File: src/rtl/ntpcal_pkg.sv
// ----------------------------------------------------------------------------
// ntpcal_pkg
// Types, constants and tables for the NTP seconds to calendar date converter.
// ----------------------------------------------------------------------------
`timescale 1ns / 1ps
`default_nettype none

package ntpcal_pkg;

   typedef enum logic [3:0] {
      ST_IDLE,
      ST_ADJUST,
      ST_ERA,
      ST_YEAR,
      ST_MONTH,
      ST_DAY,
      ST_HOUR,
      ST_MINUTE,
      ST_FINISH
   } state_type;

   // Configuration register indexes
   localparam logic [1:0] CSR_TZ_NEGATIVE = 2'd0;
   localparam logic [1:0] CSR_TZ_HOURS    = 2'd1;
   localparam logic [1:0] CSR_TZ_MINUTES  = 2'd2;

   localparam logic [1:0] LI_UNSYNC = 2'd3;

   localparam logic [31:0] SECS_MINUTE          = 32'd60;
   localparam logic [31:0] SECS_HOUR            = 32'd3600;
   localparam logic [31:0] SECS_DAY             = 32'd86400;
   localparam logic [31:0] SECS_YEAR            = 32'd31536000;
   localparam logic [31:0] SECS_LEAP_YEAR       = 32'd31622400;
   localparam logic [31:0] SECS_ERA_2010_START  = 32'd3471292800;
   localparam logic [31:0] SECS_2036_OFFSET     = 32'd3220096;

   localparam logic [15:0] OFF_SECS_HOUR   = 16'd3600;
   localparam logic [15:0] OFF_SECS_MINUTE = 16'd60;

   localparam logic [11:0] BASE_YEAR_HIGH  = 12'd2036;
   localparam logic [11:0] BASE_YEAR_LOW   = 12'd2010;
   localparam logic [11:0] YEAR_CENTURY    = 12'd2100;

   localparam logic [3:0] MONTH_FIRST = 4'd1;
   localparam logic [3:0] MONTH_LAST  = 4'd12;

   // Length of a month in seconds
   function automatic logic [21:0] month_secs(input logic [3:0] month, input logic leap);
      logic [21:0] secs;
      unique case (month)
         4'd2:    secs = leap ? 22'd2505600 : 22'd2419200;
         4'd4,
         4'd6,
         4'd9,
         4'd11:   secs = 22'd2592000;
         default: secs = 22'd2678400;
      endcase
      return secs;
   endfunction

endpackage

`default_nettype wire

File: src/rtl/ntp_seconds_to_calendar_date.sv
// ----------------------------------------------------------------------------
// ntp_seconds_to_calendar_date
// Adjusts for the time zone, picks the era, then counts off years, months,
// days, hours and minutes; an unsynchronized beat skips the counting. All
// counting goes through one shared 32-bit subtract/compare unit. One timestamp
// is converted at a time, and a result held by rsp_stall delays the next;
// req_stall is high while a conversion runs. Reset (synchronous) clears the
// time-zone registers to zero and returns the sequencer to idle.
// ----------------------------------------------------------------------------
`timescale 1ns / 1ps
`default_nettype none

module ntp_seconds_to_calendar_date
   import ntpcal_pkg::*;
(
   input  wire logic        clock,
   input  wire logic        reset,

   input  wire logic        csr_valid,
   output logic             csr_ready,
   input  wire logic [1:0]  csr_index,
   input  wire logic [5:0]  csr_wdata,

   input  wire logic        req_valid,
   output logic             req_stall,
   input  wire logic [31:0] req_ntp_seconds,
   input  wire logic [1:0]  req_leap_indicator,

   output logic             rsp_valid,
   input  wire logic        rsp_stall,
   output logic [11:0]      rsp_cal_year,
   output logic [3:0]       rsp_cal_month,
   output logic [4:0]       rsp_cal_day,
   output logic [4:0]       rsp_cal_hour,
   output logic [5:0]       rsp_cal_minute,
   output logic [5:0]       rsp_cal_second,
   output logic             rsp_unsynchronized,
   output logic             rsp_out_of_range
);

   state_type   state_ff, state_in;

   logic        tz_negative_ff;
   logic [3:0]  tz_hours_ff;
   logic [5:0]  tz_minutes_ff;

   logic [31:0] s_ff, s_in;
   logic [15:0] off_ff, off_in;
   logic        unsync_ff, unsync_in;
   logic        oor_ff, oor_in;
   logic [11:0] year_ff, year_in;
   logic [3:0]  month_ff, month_in;
   logic [4:0]  day_ff, day_in;
   logic [4:0]  hour_ff, hour_in;
   logic [5:0]  minute_ff, minute_in;

   logic        rsp_valid_ff, rsp_valid_in;
   logic [11:0] out_year_ff, out_year_in;
   logic [3:0]  out_month_ff, out_month_in;
   logic [4:0]  out_day_ff, out_day_in;
   logic [4:0]  out_hour_ff, out_hour_in;
   logic [5:0]  out_minute_ff, out_minute_in;
   logic [5:0]  out_second_ff, out_second_in;
   logic        out_unsync_ff, out_unsync_in;
   logic        out_oor_ff, out_oor_in;

   logic        leap;
   logic [31:0] operand;
   logic [32:0] diff;
   logic        borrow;
   logic        out_free;

   assign csr_ready = 1'b1;

   // Gregorian rule over 2010..2104: only 2100 is a skipped century
   assign leap = (year_ff[1:0] == 2'b00) && (year_ff != YEAR_CENTURY);

   // Shared subtract/compare unit
   always_comb begin
      case (state_ff)
         ST_ERA:    operand = SECS_ERA_2010_START;
         ST_YEAR:   operand = leap ? SECS_LEAP_YEAR : SECS_YEAR;
         ST_MONTH:  operand = 32'(month_secs(month_ff, leap));
         ST_DAY:    operand = SECS_DAY;
         ST_HOUR:   operand = SECS_HOUR;
         ST_MINUTE: operand = SECS_MINUTE;
         default:   operand = '0;
      endcase
   end

   assign diff     = {1'b0, s_ff} - {1'b0, operand};
   assign borrow   = diff[32];
   assign out_free = !rsp_valid_ff || !rsp_stall;

   // Next state
   always_comb begin
      state_in = state_ff;
      unique case (state_ff)
         ST_IDLE:   if (req_valid) state_in = ST_ADJUST;
         ST_ADJUST: state_in = unsync_ff ? ST_FINISH : ST_ERA;
         ST_ERA:    state_in = ST_YEAR;
         ST_YEAR:   if (borrow) state_in = ST_MONTH;
         ST_MONTH:  if (borrow || month_ff == MONTH_LAST) state_in = ST_DAY;
         ST_DAY:    if (borrow) state_in = ST_HOUR;
         ST_HOUR:   if (borrow) state_in = ST_MINUTE;
         ST_MINUTE: if (borrow) state_in = ST_FINISH;
         ST_FINISH: if (out_free) state_in = ST_IDLE;
         default:   state_in = ST_IDLE;
      endcase
   end

   // Sequencer outputs and datapath
   always_comb begin
      req_stall     = (state_ff != ST_IDLE);
      s_in          = s_ff;
      off_in        = off_ff;
      unsync_in     = unsync_ff;
      oor_in        = oor_ff;
      year_in       = year_ff;
      month_in      = month_ff;
      day_in        = day_ff;
      hour_in       = hour_ff;
      minute_in     = minute_ff;
      rsp_valid_in  = rsp_valid_ff && rsp_stall;
      out_year_in   = out_year_ff;
      out_month_in  = out_month_ff;
      out_day_in    = out_day_ff;
      out_hour_in   = out_hour_ff;
      out_minute_in = out_minute_ff;
      out_second_in = out_second_ff;
      out_unsync_in = out_unsync_ff;
      out_oor_in    = out_oor_ff;

      unique case (state_ff)
         ST_IDLE: begin
            if (req_valid) begin
               s_in      = req_ntp_seconds;
               unsync_in = (req_leap_indicator == LI_UNSYNC);
               off_in    = 16'(tz_hours_ff) * OFF_SECS_HOUR
                         + 16'(tz_minutes_ff) * OFF_SECS_MINUTE;
            end
         end
         ST_ADJUST: begin
            s_in      = tz_negative_ff ? s_ff - 32'(off_ff) : s_ff + 32'(off_ff);
            oor_in    = 1'b0;
            month_in  = MONTH_FIRST;
            day_in    = 5'd1;
            hour_in   = '0;
            minute_in = '0;
         end
         ST_ERA: begin
            if (!s_ff[31]) begin
               year_in = BASE_YEAR_HIGH;
               s_in    = s_ff + SECS_2036_OFFSET;
            end else begin
               year_in = BASE_YEAR_LOW;
               // before 2010: saturate to the start of the era
               if (borrow) begin
                  oor_in = 1'b1;
                  s_in   = '0;
               end else begin
                  s_in = diff[31:0];
               end
            end
         end
         ST_YEAR: begin
            if (!borrow) begin
               s_in    = diff[31:0];
               year_in = year_ff + 12'd1;
            end
         end
         ST_MONTH: begin
            if (!borrow && month_ff != MONTH_LAST) begin
               s_in     = diff[31:0];
               month_in = month_ff + 4'd1;
            end
         end
         ST_DAY: begin
            if (!borrow) begin
               s_in   = diff[31:0];
               day_in = day_ff + 5'd1;
            end
         end
         ST_HOUR: begin
            if (!borrow) begin
               s_in    = diff[31:0];
               hour_in = hour_ff + 5'd1;
            end
         end
         ST_MINUTE: begin
            if (!borrow) begin
               s_in      = diff[31:0];
               minute_in = minute_ff + 6'd1;
            end
         end
         ST_FINISH: begin
            if (out_free) begin
               rsp_valid_in  = 1'b1;
               out_unsync_in = unsync_ff;
               if (unsync_ff) begin
                  out_year_in   = '0;
                  out_month_in  = '0;
                  out_day_in    = '0;
                  out_hour_in   = '0;
                  out_minute_in = '0;
                  out_second_in = '0;
                  out_oor_in    = 1'b0;
               end else begin
                  out_year_in   = year_ff;
                  out_month_in  = month_ff;
                  out_day_in    = day_ff;
                  out_hour_in   = hour_ff;
                  out_minute_in = minute_ff;
                  out_second_in = s_ff[5:0];
                  out_oor_in    = oor_ff;
               end
            end
         end
         default: begin
         end
      endcase
   end

   always_ff @(posedge clock) begin
      if (reset) begin
         state_ff       <= ST_IDLE;
         rsp_valid_ff   <= 1'b0;
         tz_negative_ff <= 1'b0;
         tz_hours_ff    <= '0;
         tz_minutes_ff  <= '0;
      end else begin
         state_ff     <= state_in;
         rsp_valid_ff <= rsp_valid_in;
         if (csr_valid && csr_ready) begin
            unique case (csr_index)
               CSR_TZ_NEGATIVE: tz_negative_ff <= csr_wdata[0];
               CSR_TZ_HOURS:    tz_hours_ff    <= csr_wdata[3:0];
               CSR_TZ_MINUTES:  tz_minutes_ff  <= csr_wdata;
               default: begin
               end
            endcase
         end
      end
   end

   always_ff @(posedge clock) begin
      s_ff          <= s_in;
      off_ff        <= off_in;
      unsync_ff     <= unsync_in;
      oor_ff        <= oor_in;
      year_ff       <= year_in;
      month_ff      <= month_in;
      day_ff        <= day_in;
      hour_ff       <= hour_in;
      minute_ff     <= minute_in;
      out_year_ff   <= out_year_in;
      out_month_ff  <= out_month_in;
      out_day_ff    <= out_day_in;
      out_hour_ff   <= out_hour_in;
      out_minute_ff <= out_minute_in;
      out_second_ff <= out_second_in;
      out_unsync_ff <= out_unsync_in;
      out_oor_ff    <= out_oor_in;
   end

   assign rsp_valid          = rsp_valid_ff;
   assign rsp_cal_year       = out_year_ff;
   assign rsp_cal_month      = out_month_ff;
   assign rsp_cal_day        = out_day_ff;
   assign rsp_cal_hour       = out_hour_ff;
   assign rsp_cal_minute     = out_minute_ff;
   assign rsp_cal_second     = out_second_ff;
   assign rsp_unsynchronized = out_unsync_ff;
   assign rsp_out_of_range   = out_oor_ff;

endmodule

`default_nettype wire

File: config.mk
export PLATFORM = sky130hd
export DESIGN_NAME = ntp_seconds_to_calendar_date
export DESIGN_NICKNAME = d
export VERILOG_FILES = /design/src/rtl/ntpcal_pkg.sv /design/src/rtl/ntp_seconds_to_calendar_date.sv
export SDC_FILE = /design/constraint.sdc
export NUM_CORES = 1
export LEC_CHECK = 0
export BUFFER_PORTS_ARGS = -buffer_cell sky130_fd_sc_hd__buf_2
export CAP_MARGIN = 20
export CORE_UTILIZATION = 60
export DETAILED_ROUTE_END_ITERATION = 10
export PLACE_DENSITY = 0.91
export SYNTH_ARGS = -nofsm -noshare
export SYNTH_HDL_FRONTEND = slang
export SYNTH_SLANG_ARGS = --single-unit
File: constraint.sdc
create_clock -name clock -period 12.9 [get_ports clock]
set_input_delay 1.29 -clock clock [delete_from_list [all_inputs] [get_ports clock]]
set_output_delay 1.29 -clock clock [all_outputs]
set_load 0.01 [all_outputs]
After elaboration in Yosys (flattened, before gate mapping). Index checks and enable logic that the tools add are counted.

Output and inout port bits: 43. Flip-flop bits (word level): 138. Logic and storage cells: 138. Bits of input ports: 47.

Multiply operators: 2. Reductions and logical operators: 34. Mux-type cells: 36. Eq/ne operators: 34. $add $sub $neg: 10.

Operators by type and width (number): $mux 32 (6); $pmux 32 s6 (1); $pmux 32 s5 (1); $pmux 20 s2 (1); $mux 18 (2); $mux 4 (9); $pmux 4 s9 (1); $sub 32x32->33 (1); $add 32x16->32 (1); $add 32x22->32 const B (1); $sub 32x16->32 (1); $ne 2x2->1 const B (15); $eq 4x3->1 const B (6); $pmux 12 s2 (1); $pmux 5 s2 (2); $reduce_and 2->1 (10); $add 16x12->16 (1); $eq 4x4->1 const B (4); $add 12x1->12 const B (1); $eq 4x2->1 const B (3); $mul 4x8->12 const B (1); $mux 12 (1); $mux 6 (2); $ne 12x12->1 const B (1); 25 further kinds (43).

Logic depth before layout (Yosys ltp). Gate-level depths: netlist of the first run.

Depth in word-level cells: 10. Mapped depth: 19. Mapped depth without buffers: 18.

Worst setup path after synthesis of the first run. OpenSTA, ideal clock, no wires.

Path kind: register to register. Start point: reg year_ff[3]. End point: reg s_ff[10], enable pin. Setup slack: 8.476 ns. Cell stages (with the launch flop): 16. Arrival time: 4.059 ns. Required time: 12.535 ns. Cells stage by stage: edfxtp_1 > or4b_2 > o31a_1 > o21ai_0 > nand2_1 > a21oi_1 > ha_1 > and4_1 > a221o_1 > a21o_1 > a211oi_2 > o21ba_2 > buf_6 > a21oi_1 > o221ai_1 > inv_1.

Word-level cells in the longest chain between the ends: 10.

Ends and longest elaborated chain: from (decl) (RTL line ntp_seconds_to_calendar_date.sv:51) `logic [11:0] year_ff, year_in;`; from (signal assigned) (RTL line ntp_seconds_to_calendar_date.sv:251) `year_ff <= year_in;`; $ne 12x12->1 * (RTL line ntp_seconds_to_calendar_date.sv:76) `assign leap = (year_ff[1:0] == 2'b00) && (year_ff != YEAR_CENTURY);`; $logic_and 1x1->1 * (RTL line ntp_seconds_to_calendar_date.sv:76); $mux 18 (RTL line ntpcal_pkg.sv:51) `4'd2: secs = leap ? 22'd2505600 : 22'd2419200;`; $pmux 20 s2 (RTL line ntpcal_pkg.sv:50) `unique case (month)`; $pmux 32 s6 * (RTL line ntp_seconds_to_calendar_date.sv:80) `case (state_ff)`; $sub 32x32->33 * (RTL line ntp_seconds_to_calendar_date.sv:91) `assign diff = {1'b0, s_ff} - {1'b0, operand};`; $logic_not 1->1; $logic_and 1x1->1 (RTL line ntp_seconds_to_calendar_date.sv:173) `if (!borrow && month_ff != MONTH_LAST) begin`; $ne 2x2->1 (no source line); $reduce_and 4->1 (no source line) *; to (signal assigned) (RTL line ntp_seconds_to_calendar_date.sv:247) `s_ff <= s_in;`; to (decl) (RTL line ntp_seconds_to_calendar_date.sv:47) `logic [31:0] s_ff, s_in;`.

Every way passes the cells marked *; elsewhere a longest branch is shown, timed or not. A chain may end at the register's enable or synchronous reset.

Worst setup path after layout of the first run.
Start point: reg year_ff[7]. End point: reg s_ff[11], enable pin.

Same word-level chain as after synthesis.

==> run_results.csv, run 1 <==
group,metric,value,unit
cells_and_area,design_area,12300,sq um
pwr,peakVddDrop,0.144,mV
pwr,totalPowerFinal,3.22,mW
cells_and_area,drive_above_1_share,11.5,%
cts,cts_root_buf,"clkbuf_16",
cells_and_area,seqCellArea,3920,sq um
timing,min_period,5230,ps
yosys,synth-seq-cells,136,
timing,fin_crit_sh,40.5,%
grt,grt_max_degree,41,
yosys,async_flop_share,0,%
floorplanning,dieHeight,138,microns
yosys,yosysUniqueCellTypes,74,
yosys,yosysWarnings,0,
cts,cts_tree,"built",
outcome,status,"complete, no violations",
yosys,yosysTopAreaCellShare,32.6,%
detailed_routing,drcViolationCount,0,
setup_path,worstSetupEndpointType,"flip-flop",
placement,portBuffers,88,
cts,cts_hold_buffers,0,
pwr,leakage,5.16,nW
flow_run,maxCapViolations,0,
cts,cts_inserted_buffers,17,
timing,fmax,191,MHz
grt,track_usage,30.8,%
timing,rsz0062_at_grt,"false",
timing,hold_viol,0,
yosys,ys_seq_area_share,35.5,%
detailed_routing,dr_total_vias,9458,
cells_and_area,final_cells,1504,
floorplanning,io-pin-count,90,
yosys,syn_area,11100,sq um
cts,path_clk_slew,60,ps
timing,maxSlewViolCount,0,
cells_and_area,finalNetCount,1424,
timing,max_slew.worst_pin.slew,919,ps
cts,post_cts_buffers,0,
cells_and_area,multi_input_area,6740,sq um
hold_path,hold_class,"flip-flop to flip-flop",
detailed_routing,ant_nets,0,
grt,antenna_found_initial,0,
yosys,netlist_instances,1194,
yosys,synth_flop_cell,"edfxtp_1",
yosys,yosysTopAreaCell,"edfxtp_1",
detailed_routing,wirelength,28.5,mm
setup_path,ff2ff_setup_slack,7670,ps
cts,cts_resized,0,
placement,place_inst,1469,
hold_path,hold_depth,1,
timing,setup_viol,0,
yosys,synth_area_leaders,"edfxtp_1 (33%), ha_1 (11%), xnor2_1 (6.0%), nor2_1 (4.0%), a21oi_1 (3.7%)",
grt,grt_pass1_wl,44.6,mm
placement,placed_area,11600,sq um
timing,fin_setup_tns,0,ps
cells_and_area,diodes,0,
detailed_routing,drtIter0Drc,934,
yosys,syn_avg_cell_area,9.26,sq um
cts,htree_num_levels,4,
floorplanning,initial_core_util,61.3,%
cells_and_area,layout-area-overhead-vs-synth,10.9,%
yosys,synth-edff-count,120,
placement,gp_congestion,0.960,
pwr,power_per_cell_area,263,nW/um^2
setup_path,required,12930,ps
cts,clockBufferDepth,2,
floorplanning,die_x,138,microns
setup_path,path_max_fanout,25,
timing,whs,552,ps
setup_path,arrival,5250,ps
cts,clk_latency,440,ps
grt,gr-total-overflow,0,
detailed_routing,drtPass1Iterations,8,
cells_and_area,fillers,1400,
cts,clkSinkCount,136,
setup_path,path_class,"flip-flop to flip-flop",
detailed_routing,viasPerCell,6.29,
floorplanning,die_area,19000,sq um
setup_path,ff2ff_path_depth,14,
timing,finClkSkew,11.6,ps
grt,grt_pass1_vias,8988,
floorplanning,std_cell_rows,49,
detailed_routing,routedWlPerCell,19.0,microns
yosys,syn_nets,1356,
placement,hpwlAfterDp,21.8,mm
timing,max_slew_margin,38.7,%
setup_path,worst_setup_path_start_kind,"flip-flop",
floorplanning,coreArea,18000,sq um
==> registers in the layout, summed over array words and instances (netlist names), 5 cells and up <==
register        cells
day_ff              5
hour_ff             5
minute_ff           6
off_ff             14
rsp_cal_day         5
rsp_cal_hour        5
rsp_cal_minute      6
rsp_cal_second      6
rsp_cal_year       12
s_ff               32
tz_minutes_ff       6
year_ff            12
==> layer usage <==
metal  global-route usage [%]  share of wire, %  vias to the layer above  routed length (microns)
met5                        0                 0                        -                        0
met4                     11.5               2.5                        0                      701
met3                     4.86               7.8                       55                     2230
met2                     53.5                49                      453                    14100
met1                     38.3                40                     4467                    11500
li1                         -                 -                     4483                        -
==> final cells by class <==
class	instances	share of cell area, %
Clock buffer	17	3.47
Clock inverter	15	1.10
Inverter	56	1.72
Multi-Input combinational cell	956	55.0
Sequential cell	136	32.0
Tap cell	229	2.34
Timing Repair Buffer	95	4.35
==> placed cells by master (no fill, tap or decap), types with 6 or more instances in the layout <==
| master | count |
|---|---|
| nand2_1 | 105 |
| xor2_1 | 43 |
| clkbuf_16 | 17 |
| mux2i_1 | 16 |
| a211oi_1 | 7 |
| a22oi_1 | 6 |
| nand3_1 | 32 |
| nand4_1 | 13 |
| and4_1 | 6 |
| o21ai_0 | 44 |
| nor3_1 | 24 |
| a221oi_1 | 6 |
| a31oi_1 | 6 |
| xnor2_1 | 76 |
| edfxtp_1 | 120 |
| buf_2 | 88 |
| a21oi_1 | 80 |
| fa_1 | 15 |
| and3_1 | 13 |
| dfxtp_1 | 16 |
| o211ai_1 | 6 |
| ha_1 | 100 |
| nor2_1 | 118 |
| o21ai_1 | 20 |
| nor3b_1 | 9 |
| or3_1 | 6 |
| o21a_1 | 7 |
| a222oi_1 | 15 |
| and2_1 | 9 |
| a21o_1 | 34 |
| nand2b_1 | 17 |
| nor2b_1 | 45 |
| inv_1 | 55 |
==> metrics by stage <==
stage / setup slack, ps / util [%]
floorplan: 8480 / -
global placement: 7870 / 64.5
detailed placement: 7770 / 64.5
CTS: 7740 / 67.6
global route: 7360 / 68.0
finish: 7670 / 68.0
==> worst paths after layout <==
kind                                     end                startpoint
max reg2reg               s_ff[11]$_DFFE_PP_  year_ff[7]$_SDFFCE_PN1P_
min reg2reg  rsp_cal_second[1]$_SDFFCE_PP0P_         s_ff[1]$_DFFE_PP_
min          rsp_cal_second[1]$_SDFFCE_PP0P_         s_ff[1]$_DFFE_PP_
max                       s_ff[11]$_DFFE_PP_  year_ff[7]$_SDFFCE_PN1P_
==> cells in the mapped netlist (all sizes together), types with 17 or more instances <==
| library cell | number |
|---|---|
| nor3 | 25 |
| nand2b | 17 |
| nor2b | 45 |
| o21ai | 64 |
| ha | 100 |
| xnor2 | 76 |
| nand3 | 32 |
| clkbuf | 41 |
| a21oi | 84 |
| a21o | 34 |
| nand2 | 105 |
| nor2 | 118 |
| edfxtp | 120 |
| inv | 56 |
| xor2 | 43 |
==> where the power goes <==
group,internal [mW],total [mW],switching [mW]
logic,0.749,1.87,1.12
registers,0.696,0.881,0.185
clock network,0.253,0.471,0.217
==> critical path, stage by stage, from the launching register on <==
cell and delay (ps):
edfxtp_1 520, or4b_2 690, o31a_1 350, o21ai_0 190, nand2_1 70, a21oi_1 240
ha_1 330, and4_1 240, a221o_1 310, a21o_1 230, a211oi_2 260, o21ba_2 400
a21oi_1 70, o221ai_1 370, inv_1 520
==> cell families after synthesis <==
kind of cell | after synthesis | synth area share [%]
AO/OA/AOI/OAI | 290 | 17.5
XOR/XNOR | 119 | 9.43
adder cells (fa/ha/maj) | 115 | 14.0
buffers and inverters | 102 | 3.61
flip-flops | 136 | 35.5
multiplexers | 17 | 1.55
other | 1 | 0.0339
AND/OR/NAND/NOR | 414 | 18.3
Note: power is estimated with default switching activity, not from simulation.
==> run 2, diff against run 1 <==
==> constraint.sdc (replaced) <==
create_clock -name clock -period 5 [get_ports clock]
set_input_delay 0.5 -clock clock [delete_from_list [all_inputs] [get_ports clock]]
set_output_delay 0.5 -clock clock [all_outputs]
set_load 0.01 [all_outputs]
==> run 2 against run 1 <==
Sequential power grew to 2.6 times the previous value. Final cell count is 0.73% higher. Routed wire length is 2.7% higher. First-iteration DRC count is 16% higher. Design area is 1.4% higher. Worst hold slack worse by 270 ps. Utilization is 0.96 points higher. Non-clock buffer count is 11 higher. Maximum frequency is 8.3% higher. Count of clock-buffer cells in the layout stayed put. Sequential cell count stayed put. Critical path type unchanged. Highest routed layer unchanged.
==> run_results.csv, run 2 (synthesis gave the netlist of run 1 again) <==
group,metric,value,unit
setup_path,worst_setup_path_start_kind,"flip-flop",
floorplanning,initial_core_util,61.3,%
detailed_routing,drtIter0Drc,1084,
timing,rsz0062_at_grt,"true",
cells_and_area,final_cells,1515,
setup_path,path_class,"flip-flop to flip-flop",
timing,fin_crit_sh,96.5,%
timing,hold_viol,0,
placement,hpwlAfterDp,21.8,mm
pwr,leakage,5.25,nW
floorplanning,die_area,19000,sq um
grt,grt_pass1_vias,9360,
placement,gp_congestion,0.960,
hold_path,hold_class,"input pin to flip-flop",
setup_path,cp_slowest_cell,"or4b_2",
timing,maxSlewViolCount,0,
cts,clk_latency,450,ps
timing,finClkSkew,11.0,ps
detailed_routing,wirelength,29.3,mm
grt,track_usage,31.9,%
cts,cts_hold_buffers,0,
cells_and_area,regMostFlops,"s_ff",
flow_run,maxCapViolations,0,
grt,grt_pass1_wl,46.2,mm
timing,max_slew.worst_pin.slew,954,ps
setup_path,crit_top_cell,"a21oi_1",
hold_path,hold_depth,3,
floorplanning,io-pin-count,90,
detailed_routing,ant_nets,0,
floorplanning,coreArea,18000,sq um
pwr,power_per_cell_area,686,nW/um^2
cts,path_clk_slew,70,ps
outcome,status,"complete, no violations",
cells_and_area,final_cell_mix,"edfxtp_1 (120), nor2_1 (118), nand2_1 (105), ha_1 (100), buf_2 (88)",
cells_and_area,diodes,0,
grt,antenna_found_initial,0,
floorplanning,dieHeight,138,microns
setup_path,cpPeakStageDelay,700,ps
detailed_routing,dr_total_vias,9755,
placement,place_inst,1480,
cts,cts_root_buf,"clkbuf_16",
cts,htree_num_levels,4,
floorplanning,die_x,138,microns
setup_path,required,5170,ps
cells_and_area,largest_reg_flops,32,
pwr,peakVddDrop,0.378,mV
cells_and_area,final_common_cell,"edfxtp_1",
setup_path,worstSetupEndpointType,"flip-flop",
setup_path,path_cells,"or4b_2 -> o31a_1 -> o21ai_0 -> nand2_1 -> a21oi_1 -> ha_1 -> and4_1 -> a221o_1 -> a21o_1 -> a211oi_2 -> o21ba_4 -> a21oi_1 -> o221ai_2 -> inv_1 -> buf_4",
cts,cts_tree,"built",
cts,clockBufferDepth,2,
placement,dpl_worst_slack,96.4,ps
detailed_routing,drcViolationCount,0,
floorplanning,std_cell_rows,49,
setup_path,arrival,4990,ps
setup_path,path_max_fanout,25,
cells_and_area,reg.largest.list,"s_ff: 32 flops, off_ff: 14 flops",
timing,setup_viol,0,
setup_path,ff2ff_path_depth,15,
cells_and_area,finalNetCount,1435,
grt,gr-total-overflow,0,
timing,fmax,207,MHz
cts,cts_inserted_buffers,17,
detailed_routing,viasPerCell,6.44,
timing,min_period,4830,ps
cells_and_area,layout-area-overhead-vs-synth,12.4,%
placement,portBuffers,88,
detailed_routing,routedWlPerCell,19.3,microns
cells_and_area,drive_above_1_share,12.4,%
timing,max_slew_margin,36.2,%
timing,whs,284,ps
cts,clkSinkCount,136,
detailed_routing,drtPass1Iterations,6,
grt,grt_max_degree,37,
timing,finalWorstSetupSlack,175,ps
[run 2: cell types whose count changed in the layout (fill, tap and decap cells not counted), sizes merged]
| cell | delta |
|---|---|
| buf | +11 |
| clkinv | -2 |
| bufinv | +2 |
| clkinvlp | -2 |
| inv | +2 |
[run 2: critical path: cells and delay by family (launching register included)]
kind / cells / cell delay, ps
compound gates: 9 / 2400
fa+ha+maj: 1 / 330
buf+inv: 2 / 320
flops: 1 / 480
simple gates: 3 / 1000
[run 2: final timing paths]
kind / slack, ps / start / to
setup reg to reg: 170 / year_ff[3]$_DFFE_PP_ / s_ff[21]$_DFFE_PP_
hold / removal: 280 / csr_wdata[5] / tz_minutes_ff[5]$_SDFFE_PP0P_
hold reg to reg: 540 / s_ff[1]$_DFFE_PP_ / rsp_cal_second[1]$_SDFFCE_PP0P_
setup / recovery: 170 / year_ff[3]$_DFFE_PP_ / s_ff[21]$_DFFE_PP_
[run 2: area by class of cell]
type / count / area [sq um]
multi-input cells: 956 / 6770
fillers: 1366 / 5600
flip-flops and latches: 136 / 3920
repair buffers: 106 / 616
clock buffers: 17 / 425
well taps: 229 / 287
inverters: 56 / 210
clock inverters: 15 / 200
[run 2: per-stage QoR]
step | total power [mW] | util, % | setup TNS (ps) | area, sq um
global placement | 6.75 | 65.0 | 0 | 11700
floorplan | 5.73 | - | 0 | 11100
CTS | 8.31 | 68.6 | 0 | 12400
global route | 9.06 | 69.0 | -252 | 12400
detailed placement | 6.92 | 65.1 | 0 | 11700
finish | 8.53 | 69.0 | 0 | 12400
[run 2: timing repair]
action / 4_1_cts / 5_1_grt
gates resized for setup: 0 / 3
hold endpoints to repair: 0 / 0
endpoints found under the setup margin: 0 / 43
buffers inserted: 0 / 1
[run 2: routing by layer]
layer	routed length, microns	track usage, %	part of all wire, %
met3	2650	5.45	9.1
met4	1010	14.9	3.4
met5	0	0	0
met2	14300	54.8	49
met1	11300	38.8	39
[run 2: power by group]
| part | switching (mW) | internal (mW) | leakage, nW |
|---|---|---|---|
| Combinational | 2.95 | 1.98 | 3.69 |
| Sequential | 0.464 | 1.79 | 1.26 |
| Clock | 0.579 | 0.765 | 0.304 |
==> run 3, diff against run 2 <==
--- a/config.mk
+++ b/config.mk
@@ -5,11 +5,11 @@
 export SDC_FILE = /design/constraint.sdc
 export NUM_CORES = 1
 export LEC_CHECK = 0
-export BUFFER_PORTS_ARGS = -buffer_cell sky130_fd_sc_hd__buf_2
 export CAP_MARGIN = 20
 export CORE_UTILIZATION = 60
 export DETAILED_ROUTE_END_ITERATION = 10
-export PLACE_DENSITY = 0.91
+export DONT_BUFFER_PORTS = 1
+export PLACE_DENSITY = 0.87
 export SYNTH_ARGS = -nofsm -noshare
 export SYNTH_HDL_FRONTEND = slang
 export SYNTH_SLANG_ARGS = --single-unit
==> run 3 against run 2 <==
Largest power group unchanged. Final cell count decreased by 5.5%. Routed wire length decreased by 5.7%. Count of clock-buffer cells in the layout unchanged. Critical path type unchanged.
==> run_results.csv, run 3 (synthesis gave the netlist of run 1 again) <==
group,metric,value,unit
cells_and_area,design_area,12000,sq um
hold_path,hold_class,"input pin to flip-flop",
timing,fmax,211,MHz
floorplanning,die_x,138,microns
detailed_routing,viasPerCell,6.40,
setup_path,cp_num_buf_inv,2,
timing,finalWorstSetupSlack,271,ps
timing,min_period,4730,ps
grt,grt_pass1_vias,8667,
cts,clockBufferDepth,2,
detailed_routing,dr_total_vias,9156,
pwr,clock_power_share,16.0,%
setup_path,path_max_fanout,25,
floorplanning,coreArea,18000,sq um
detailed_routing,drtIter0Drc,968,
setup_path,worstSetupEndpointType,"flip-flop",
setup_path,r2r_start,"year_ff[3]$_DFFE_PP_",
pwr,power_frac_comb,56.6,%
detailed_routing,drcViolationCount,0,
setup_path,critical_path.top_delay_family,"compound AO/OA/AOI/OAI gates",
setup_path,ff2ff_path_depth,16,
setup_path,r2r-end,"s_ff[27]$_DFFE_PP_",
setup_path,ff2ff_setup_slack,270,ps
outcome,status,"complete, no violations",
setup_path,arrival,4830,ps
cts,clk_latency,440,ps
setup_path,path_class,"flip-flop to flip-flop",
floorplanning,dieHeight,138,microns
floorplanning,die_area,19000,sq um
placement,portBuffers,0,
setup_path,crit_cells,16,
flow_run,maxCapViolations,0,
detailed_routing,routedWlPerCell,19.3,microns
pwr,peakVddDrop,0.448,mV
floorplanning,std_cell_rows,49,
grt,track_usage,30.0,%
grt,grt_use_met1,36.4,%
cts,cts_tree,"built",
timing,maxSlewViolCount,0,
setup_path,worst_setup_path_start_kind,"flip-flop",
cells_and_area,regMostFlops,"s_ff",
setup_path,required,5100,ps
timing,hold_viol,0,
placement,hpwlAfterDp,20.9,mm
detailed_routing,wirelength,27.6,mm
cells_and_area,final_cells,1431,
grt,met3_usage,6.81,%
cells_and_area,final_common_cell,"edfxtp_1",
cts,path_clk_slew,70,ps
setup_path,path_cells,"or4b_2 -> o31a_1 -> o21ai_0 -> nand2_1 -> a21oi_1 -> ha_1 -> or3_1 -> nor3_2 -> nor4_2 -> a21o_1 -> a211oi_2 -> o21ba_2 -> a21oi_1 -> o221ai_2 -> inv_1 -> buf_4",
hold_path,hold_path.startpoint,"reset",
pwr,power_per_cell_area,695,nW/um^2
floorplanning,io-pin-count,90,
timing,fin_crit_sh,94.6,%
pwr,p_int,4.48,mW
cells_and_area,layout-area-overhead-vs-synth,8.55,%
grt,grt_pass1_wl,43.4,mm
placement,placed_area,11300,sq um
cells_and_area,final_cell_mix,"edfxtp_1 (120), nor2_1 (118), nand2_1 (105), ha_1 (100), a21oi_1 (80)",
timing,setup_viol,0,
detailed_routing,ant_nets,0,
floorplanning,initial_core_util,61.3,%
detailed_routing,drtPass1Iterations,8,
hold_path,hold_depth,1,
setup_path,crit_top_cell,"a21oi_1",
grt,busiest_layer,"met2",
placement,gp_congestion,0.947,
grt,grt_max_degree,41,
cts,clkSinkCount,136,
setup_path,cp_slowest_cell,"or4b_2",
pwr,p_sw,3.86,mW
grt,grt_use_met2,51.5,%
timing,max_slew.worst_pin.slew,929,ps
timing,finClkSkew,9.53,ps
setup_path,cpPeakStageDelay,710,ps
timing,max_slew_margin,37.9,%
pwr,leakage,4.92,nW
cts,cts_inserted_buffers,17,
grt,antenna_found_initial,1,
cells_and_area,drive_above_1_share,6.24,%
pwr,switching_share,46.3,%
hold_path,hold_path_end,"state_ff[0]$_SDFFE_PP0P_",
placement,place_inst,1394,
placement,dpl_worst_slack,132,ps
cts,cts_root_buf,"clkbuf_16",
cells_and_area,reg.largest.list,"s_ff: 32 flops, off_ff: 14 flops",
cells_and_area,largest_reg_flops,32,
grt,gr-total-overflow,0,
cts,htree_num_levels,4,
pwr,seqPwrFrac,27.4,%
pwr,totalPowerFinal,8.34,mW
cells_and_area,finalNetCount,1350,
[run 3: per-stage QoR]
stage	setup TNS, ps	hold WS, ps	utilization [%]
3_5_place_dp	0	523	62.6
4_1_cts	0	121	66.1
5_1_grt	-339	115	66.6
6_report	0	126	66.6
2_1_floorplan	0	499	-
3_3_place_gp	0	521	62.6
[run 3: power by group through the flow]
stage / sequential, mW / combinational [mW] / clock, mW
5_1_grt: 2.33 / 5.20 / 1.38
4_1_cts: 2.27 / 4.58 / 1.34
3_5_place_dp: 2.29 / 4.50 / 0
2_1_floorplan: 2.10 / 3.63 / 0
3_3_place_gp: 2.27 / 4.41 / 0
6_report: 2.29 / 4.72 / 1.33
[run 3: what timing repair did]
item | in CTS | in global routing
setup endpoints to repair | 0 | 48
resized for setup | 0 | 3
hold buffers | 0 | 0
setup buffers | 0 | 1
[run 3: layout make-up]
type                       instances  area (sq um)
tap                              229           287
inverter                          56           210
sequential                       136          3920
clock inverter                    15           199
clock buffer                      17           425
timing repair buffer              21           198
multi-input combinational        956          6750
fill                            1364          6030
antenna                            1          2.50
[run 3: worst max path at each step]
stage	to	slack, ps	start
global placement	year_ff[10]$_SDFFCE_PN1P_	300	year_ff[3]$_DFFE_PP_
floorplan	s_ff[10]$_DFFE_PP_	580	year_ff[3]$_DFFE_PP_
finish	s_ff[27]$_DFFE_PP_	270	year_ff[3]$_DFFE_PP_
detailed placement	year_ff[7]$_SDFFCE_PN1P_	130	year_ff[3]$_DFFE_PP_
global route	s_ff[22]$_DFFE_PP_	-20	year_ff[3]$_DFFE_PP_
CTS	year_ff[4]$_SDFFCE_PN1P_	100	year_ff[3]$_DFFE_PP_
[run 3: layer usage]
layer	up-vias	share of wire (%)	routed length [microns]
met1	4355	40	11200
li1	4350	-	-
met4	0	2.7	749
met5	-	0	0
met3	65	8.0	2210
met2	386	49	13500
